$ cat src/hw/rtl/oesc_pkg.sv
// Shared constants, codes and types of the one-edit spell checker.
`default_nettype none
package oesc_pkg;

   // Sizing
   localparam int DICT_DEPTH = 64;
   localparam int MAX_LEN    = 16;
   localparam int ALPHABET   = 26;
   localparam int LETTER_W   = 5;
   localparam int LEN_W      = $clog2(MAX_LEN + 1);
   localparam int IDX_W      = $clog2(DICT_DEPTH);
   localparam int CNT_W      = $clog2(DICT_DEPTH + 1);
   localparam int ROW_W      = MAX_LEN * LETTER_W + LEN_W;

   // Item kinds on the request side
   typedef enum logic [1:0] {
      ACT_LOAD  = 2'd0,
      ACT_QUERY = 2'd1,
      ACT_CLEAR = 2'd2,
      ACT_NONE  = 2'd3
   } action_type;

   // Result codes
   typedef enum logic [2:0] {
      STAT_CORRECT = 3'd0,
      STAT_SUGGEST = 3'd1,
      STAT_NOMATCH = 3'd2,
      STAT_STORED  = 3'd3,
      STAT_REJECT  = 3'd4
   } status_type;

   // Sequencer states
   typedef enum logic [1:0] {
      ST_IDLE,
      ST_SCAN,
      ST_EMIT,
      ST_RESULT
   } state_type;

   typedef logic [MAX_LEN-1:0][LETTER_W-1:0] letters_type;

   // Compare unit verdict for one dictionary entry
   typedef struct packed {
      logic exact;
      logic near;
   } match_type;

endpackage
`default_nettype wire

$ cat src/hw/rtl/oesc_match.sv
// Compare unit: classifies one dictionary entry against the query word.
`default_nettype none
module oesc_match (
   input  wire oesc_pkg::letters_type                q_letters,
   input  wire logic [oesc_pkg::LEN_W-1:0]           q_len,
   input  wire oesc_pkg::letters_type                b_letters,
   input  wire logic [oesc_pkg::LEN_W-1:0]           b_len,
   output oesc_pkg::match_type                       result
);

   localparam int N = oesc_pkg::MAX_LEN;

   logic [N-1:0] eq0;     // q[i] == b[i]
   logic [N-1:0] sh_q;    // q[i+1] == b[i]  (query has the extra letter)
   logic [N-1:0] sh_b;    // b[i+1] == q[i]  (entry has the extra letter)
   logic [N-1:0] in_q;    // i < q_len
   logic [N-1:0] in_b;    // i < b_len
   logic [N-1:0] b_alpha; // b[i] is a real letter
   logic [N:0]   pre;     // all positions below i match
   logic [N-1:0] diff;
   logic [N-1:0] pos;
   logic         len_eq;
   logic         len_ins;
   logic         len_del;
   logic         sub_ok;
   logic         ins_ok;
   logic         del_ok;
   logic         bp_ok;

   // Per-position compares
   always_comb begin
      for (int i = 0; i < N; i++) begin
         eq0[i]     = (q_letters[i] == b_letters[i]);
         in_q[i]    = (oesc_pkg::LEN_W'(i) < q_len);
         in_b[i]    = (oesc_pkg::LEN_W'(i) < b_len);
         b_alpha[i] = (b_letters[i] < oesc_pkg::LETTER_W'(oesc_pkg::ALPHABET));
         if (i < N - 1) begin
            sh_q[i] = (q_letters[i+1] == b_letters[i]);
            sh_b[i] = (b_letters[i+1] == q_letters[i]);
         end else begin
            sh_q[i] = 1'b0;
            sh_b[i] = 1'b0;
         end
      end
   end

   // Matching prefix
   always_comb begin
      pre[0] = 1'b1;
      for (int i = 0; i < N; i++) begin
         pre[i+1] = pre[i] & eq0[i];
      end
   end

   // Edit checks
   always_comb begin
      diff   = in_q & ~eq0;
      len_eq  = (q_len == b_len);
      len_ins = (q_len == b_len + oesc_pkg::LEN_W'(1));
      len_del = (q_len + oesc_pkg::LEN_W'(1) == b_len);
      sub_ok = (diff != '0) && ((diff & (diff - N'(1))) == '0) && ((diff & b_alpha) != '0);
      ins_ok = 1'b1;
      del_ok = 1'b1;
      for (int i = 0; i < N; i++) begin
         if (in_b[i] && !pre[i+1] && !sh_q[i]) ins_ok = 1'b0;
         if (in_q[i] && !pre[i+1] && !sh_b[i]) del_ok = 1'b0;
         // first mismatch, or the end of the query
         pos[i] = pre[i] & ((in_q[i] & ~eq0[i]) | (oesc_pkg::LEN_W'(i) == q_len));
      end
      bp_ok = ((pos & b_alpha) != '0);
   end

   assign result.exact = len_eq & (diff == '0);
   assign result.near  = (len_eq & sub_ok) | (len_ins & ins_ok) | (len_del & del_ok & bp_ok);

endmodule
`default_nettype wire

$ cat config.mk
export PLATFORM = sky130hd
export DESIGN_NAME = oesc_match
export DESIGN_NICKNAME = d
export VERILOG_FILES = /design/src/hw/rtl/oesc_pkg.sv /design/src/hw/rtl/oesc_match.sv
export SDC_FILE = /design/constraint.sdc
export NUM_CORES = 1
export LEC_CHECK = 0
export ABC_AREA = 1
export BUFFER_PORTS_ARGS = -buffer_cell sky130_fd_sc_hd__buf_2
export CORE_MARGIN = 4
export CORE_UTILIZATION = 58
export DETAILED_ROUTE_END_ITERATION = 10
export PLACE_DENSITY = 0.95
export SETUP_SLACK_MARGIN = 0.4
export SLEW_MARGIN = 30
export SYNTH_ARGS = -nofsm -noshare
export SYNTH_HDL_FRONTEND = slang
export SYNTH_SLANG_ARGS = --single-unit
$ cat constraint.sdc
create_clock -name vclk -period 4.2
set_input_delay 0.42 -clock vclk [all_inputs]
set_output_delay 0.42 -clock vclk [all_outputs]
set_load 0.01 [all_outputs]
==> results.cfg, run 1 <==
[cells_and_area]
area_growth_pct = 18.78
n_sequential_cell = 0
layout.nets = 1248
seqCellArea_um2 = 0
insertedDiodeCount = 0
postLayoutCellArea_um2 = 6086
drive_above_1_share_pct = 22.01
nClkBuffers = 0

[outcome]
status = finished clean

[die]
pin_count = 172
initial_core_util_pct = 59.04
fp.dieW_um = 102.0
core_area_um2 = 8678
fp.dieH_um = 102.0
rows = 34
die_area_um2 = 10400

[critical_path]
worst_path_most_repeated_cell = nor2_1
slowest_delay_ns = 0.35
end_kind = output pin
crit_fanout = 8
crit_path_top_delay_cell = ha_1
critPathLaunchType = input port
cp_data_required_time_ns = 3.78
worstPathArrival_ns = 2.94
cpLargestDelayFamily = simple AND/OR/NAND/NOR gates
critical_path_buf_inv_count = 4
worst-path-stages = 20
worstPathCellList = buf_2 -> inv_1 -> ha_1 -> xnor2_1 -> nand2_1 -> nand3b_1 -> nor2_1 -> nand2_1 -> inv_1 -> nand3_1 -> nor2_1 -> nand3_1 -> nor2_1 -> nand3_1 -> nor2_1 -> nand3_1 -> nor2_1 -> nand4_1 -> nand2_1 -> buf_2
worstSetupPathType = input port to output pin

[route]
antenna_left = 0
vias_per_cell = 5.414
drc = 0
wire_per_inst_um = 13.52
routed_wl_um = 15950
dr.pass1.iters = 7
vias = 6389
initialDrtViolationCount = 525

[sta]
fmax_ghz = 0.2974
setup_tns_ns = 0
period_needed_ns = 3.362
rsz0062_at_grt = false
max_slew_margin_pct = 61.89
slew_violations = 0
fin_crit_sh_pct = 80.05
hold_violations = 0
worst_slew_pin_slew_ns = 0.5665
setup_viol = 0

[clock_tree]
cts_setup_buffers = 0
cts_resized = 0
holdBufCountCts = 0

[grt]
grt_pass1_vias = 5815
grt_max_degree = 13
grt.total_usage_pct = 29.11
grt_pass1_wl_um = 25720
grt_overflow = 0
antenna_found_initial = 0

[yosys]
synth_common_cells = nand2_1 (215), nor2_1 (115), inv_1 (109)
ys_top_cells_by_area = xor2_1 (18%), nand2_1 (16%), xnor2_1 (13%)
synth_cells = 906
synth_area_leader_cell = xor2_1
avgSynthCellArea_um2 = 5.655
yosys_warnings = 0
synth.distinct_cells = 48
seq_area_frac_synth_pct = 0
synth.top_cell.area_share_pct = 18.29
syn_area_um2 = 5124
yosysMostFrequentCell = nand2_1
syn-num-nets = 1080

[hold_path]
hold_depth = 6
hold_class = input port to output pin

[power_and_ir_drop]
p_leak_nw = 3.335
power_density_nw_per_um2 = 96.23
ir_drop_mv = 0.05383

[placement]
dp_hpwl_um = 14130
dpl_cell_area_um2 = 6086
io_buffers = 172
place_congestion = 0.9924

[job]
drv_cap = 0
==> routing by layer <==
layer | wire, µm | vias to the layer above | GRT usage, %
met5 | 0 | - | 0
met3 | 1541 | 30 | 3.618
met4 | 253 | 0 | 5.146
met1 | 6687 | 2838 | 39.93
met2 | 7471 | 296 | 49.38
li1 | - | 3225 | -
==> worst paths after layout <==
path / end / start
hold / removal: result[1] / b_len[1]
setup / recovery: result[0] / q_len[0]
==> cell families (layout without fill, tap and decap cells) <==
kind of cell	after synthesis	in the layout	share of synthesized area (%)
buffers and inverters	136	302	10.23
AND/OR/NAND/NOR	507	507	47.96
AO/OA/AOI/OAI	74	74	9.206
adder cells (fa/ha/maj)	4	4	0.9768
XOR/XNOR	185	185	31.62
==> final cells by class <==
type | instances | area, µm²
Fill cell | 777 | 2592
Tap cell | 108 | 135.1
Timing Repair Buffer | 172 | 860.8
Multi-Input combinational cell | 770 | 4599
Inverter | 130 | 490.5
==> through the flow <==
step | util [%] | hold slack (ns) | power (mW) | cells | setup slack, ns
after floorplan | - | 1.070 | 0.3508 | 906 | 1.581
after global placement | 70.13 | 1.422 | 0.5660 | 1180 | 0.9148
after detailed placement | 70.13 | 1.416 | 0.5769 | 1180 | 0.9287
after CTS | 70.13 | 1.415 | 0.5791 | 1180 | 0.9136
after global routing | 70.13 | 1.477 | 0.6497 | 1180 | 0.6570
final | 70.13 | 1.419 | 0.5857 | 1180 | 0.8378
==> power breakdown <==
| group | internal, mW | switching (mW) | total (mW) |
|---|---|---|---|
| clock | 0 | 0 | 0 |
| combinational | 0.240 | 0.345 | 0.586 |
| sequential | 0 | 0 | 0 |
==> cell usage in the layout (no fill, tap or decap), types with 2 or more instances in the layout <==
cell type | netlist | routed
nand4_1 | 18 | 18
ha_1 | 4 | 4
o21ai_1 | 3 | 3
inv_2 | 19 | 19
xor2_1 | 107 | 107
a21oi_1 | 19 | 19
o21bai_1 | 2 | 2
nand3_1 | 70 | 70
nand2_1 | 215 | 215
nand2_4 | 4 | 4
nor2_2 | 7 | 7
nor3b_1 | 6 | 6
nor2_4 | 10 | 10
o41ai_1 | 6 | 6
xnor2_1 | 78 | 78
o211a_1 | 2 | 2
nand4_4 | 2 | 2
nor2_8 | 2 | 2
nor2_1 | 115 | 115
nor3_1 | 22 | 22
nand4_2 | 6 | 6
or2_2 | 5 | 5
o2111ai_1 | 4 | 4
nor4_1 | 4 | 4
buf_2 | 2 | 172
o21ai_0 | 19 | 19
nand3b_1 | 11 | 11
o211ai_1 | 12 | 12
nand3_2 | 4 | 4
inv_1 | 109 | 109
==> worst min-delay path, delay by kind of cell <==
family                 cells  cell delay, ns
AND/OR/NAND/NOR            3            0.25
buffers and inverters      2            0.28
AO/OA/AOI/OAI              1            0.06
Note: power is estimated with default switching activity, not from simulation.
==> run 2: changes to the inputs <==
--- a/config.mk
+++ b/config.mk
@@ -8,9 +8,9 @@
 export ABC_AREA = 1
 export BUFFER_PORTS_ARGS = -buffer_cell sky130_fd_sc_hd__buf_2
 export CORE_MARGIN = 4
-export CORE_UTILIZATION = 58
+export CORE_UTILIZATION = 54
 export DETAILED_ROUTE_END_ITERATION = 10
-export PLACE_DENSITY = 0.95
+export PLACE_DENSITY = 0.91
 export SETUP_SLACK_MARGIN = 0.4
 export SLEW_MARGIN = 30
 export SYNTH_ARGS = -nofsm -noshare
==> constraint.sdc (replaced) <==
create_clock -name vclk -period 3.2
set_input_delay 0.32 -clock vclk [all_inputs]
set_output_delay 0.32 -clock vclk [all_outputs]
set_load 0.01 [all_outputs]
==> run 2 against run 1 <==
  * Design area is 12% higher
  * First-iteration DRC count is 25% higher
  * Critical endpoint unchanged
  * Clock-buffer cell count stayed put
  * Critical path depth stayed put
  * Sequential share of layout area stayed put
==> results.cfg, run 2 (same netlist as run 1, synthesis figures left out) <==
[sta]
setup_viol = 0
worst_slew_pin_slew_ns = 0.6559
whs_ns = 1.143
max_slew_margin_pct = 55.87
hold_violations = 0
rsz0062_at_grt = true
period_needed_ns = 2.940
setup_tns_ns = 0
fin_crit_sh_pct = 91.87
slew_violations = 0
fmax_ghz = 0.3401

[cells_and_area]
final_cell_mix = nand2_1 (195), buf_2 (147), xor2_1 (107), nor2_1 (102), inv_1 (99)
final_common_cell = nand2_1
area_growth_pct = 32.58
drive_above_1_share_pct = 29.86
layout.nets = 1281
seqCellArea_um2 = 0
insertedDiodeCount = 0
n_sequential_cell = 0
nClkBuffers = 0

[critical_path]
end_kind = output pin
worstSetupPathType = input port to output pin
critPathLaunchType = input port
worst_path_most_repeated_cell = nand2_1
critical_path_buf_inv_count = 3
crit_start = q_letters[9]
crit_fanout = 5
cpLargestDelayFamily = simple AND/OR/NAND/NOR gates
slowest_delay_ns = 0.17
worstPathCellList = clkbuf_4 -> inv_1 -> nand2_1 -> nand2_1 -> nor2_2 -> nand3_2 -> nor2_4 -> nand4_4 -> nor2_4 -> nand4_1 -> nor2_1 -> nand3_1 -> nand2_1 -> nand3_2 -> nor2_2 -> nand3_1 -> nor2_1 -> nor2_1 -> nand2_1 -> buf_6
crit_path_top_delay_cell = nor2_4
worstPathArrival_ns = 2.62
cp_data_required_time_ns = 2.88
worst-path-stages = 20
endpoint = result[0]

[grt]
grt_overflow = 0
grt_max_degree = 13
grt_pass1_wl_um = 27590
grt_pass1_vias = 5975
antenna_found_initial = 0
grt.total_usage_pct = 28.39

[die]
rows = 35
core_area_um2 = 9240
fp.dieH_um = 105.4
pin_count = 172
initial_core_util_pct = 55.45
die_area_um2 = 11110
fp.dieW_um = 105.4

[route]
antenna_left = 0
wire_per_inst_um = 14.51
routed_wl_um = 17910
vias_per_cell = 5.485
dr.pass1.iters = 7
initialDrtViolationCount = 656
drc = 0
vias = 6769

[placement]
place_congestion = 0.9951
io_buffers = 172
dp_hpwl_um = 14380

[power_and_ir_drop]
p_leak_nw = 3.589
power_density_nw_per_um2 = 127.9
ir_drop_mv = 0.06690

[hold_path]
hold_class = input port to output pin

[outcome]
status = finished clean

[job]
drv_cap = 0

[clock_tree]
holdBufCountCts = 0
-- run 2: how the worst min path moves through the flow --
stage | startpoint | endpoint | slack, ns | cells past startpoint
2_1_floorplan | q_len[1] | result[1] | 0.87 | 4
3_3_place_gp | b_len[1] | result[1] | 1.18 | 6
3_5_place_dp | b_len[1] | result[1] | 1.18 | 6
4_1_cts | q_len[4] | result[0] | 1.17 | 5
5_1_grt | q_len[3] | result[1] | 1.23 | 5
6_report | b_len[1] | result[1] | 1.14 | 6
-- run 2: report_power, final --
group	switching, mW	internal [mW]	total, mW
registers	0	0	0
logic	0.498	0.371	0.869
clock network	0	0	0
total	0.498	0.371	0.869
-- run 2: area by class of cell --
type | count | area [µm²]
Fill cell | 780 | 2447
Inverter | 130 | 503.0
Multi-Input combinational cell | 770 | 4862
Tap cell | 129 | 161.4
Timing Repair Buffer | 205 | 1266
-- run 2: per-stage QoR --
stage | cells | setup WS [ns] | cell area, µm² | power [mW] | utilization (%)
global route | 1234 | 0.1858 | 6793 | 0.9536 | 73.51
detailed placement | 1203 | 0.06216 | 6127 | 0.7621 | 66.31
CTS | 1212 | 0.4010 | 6302 | 0.7878 | 68.21
global placement | 1203 | 0.06309 | 6127 | 0.7457 | 66.31
floorplan | 906 | 0.7812 | 5124 | 0.4604 | -
finish | 1234 | 0.2601 | 6793 | 0.8687 | 73.51
-- run 2: layer usage --
metal  GRT usage [%]  routed length [µm]  vias up
li1                -                   -     3302
met1           40.10                7390     3047
met2           48.13                8518      365
met3           2.266                1618       55
met4           3.561                 384        0
met5               0                   0        -
-- run 2: what timing repair did --
action                     4_1_cts  5_1_grt
pin swaps                       16       65
setup endpoints to repair        1        1
setup buffers                    9       22
cloned                           0        0
gates resized for setup         32       96
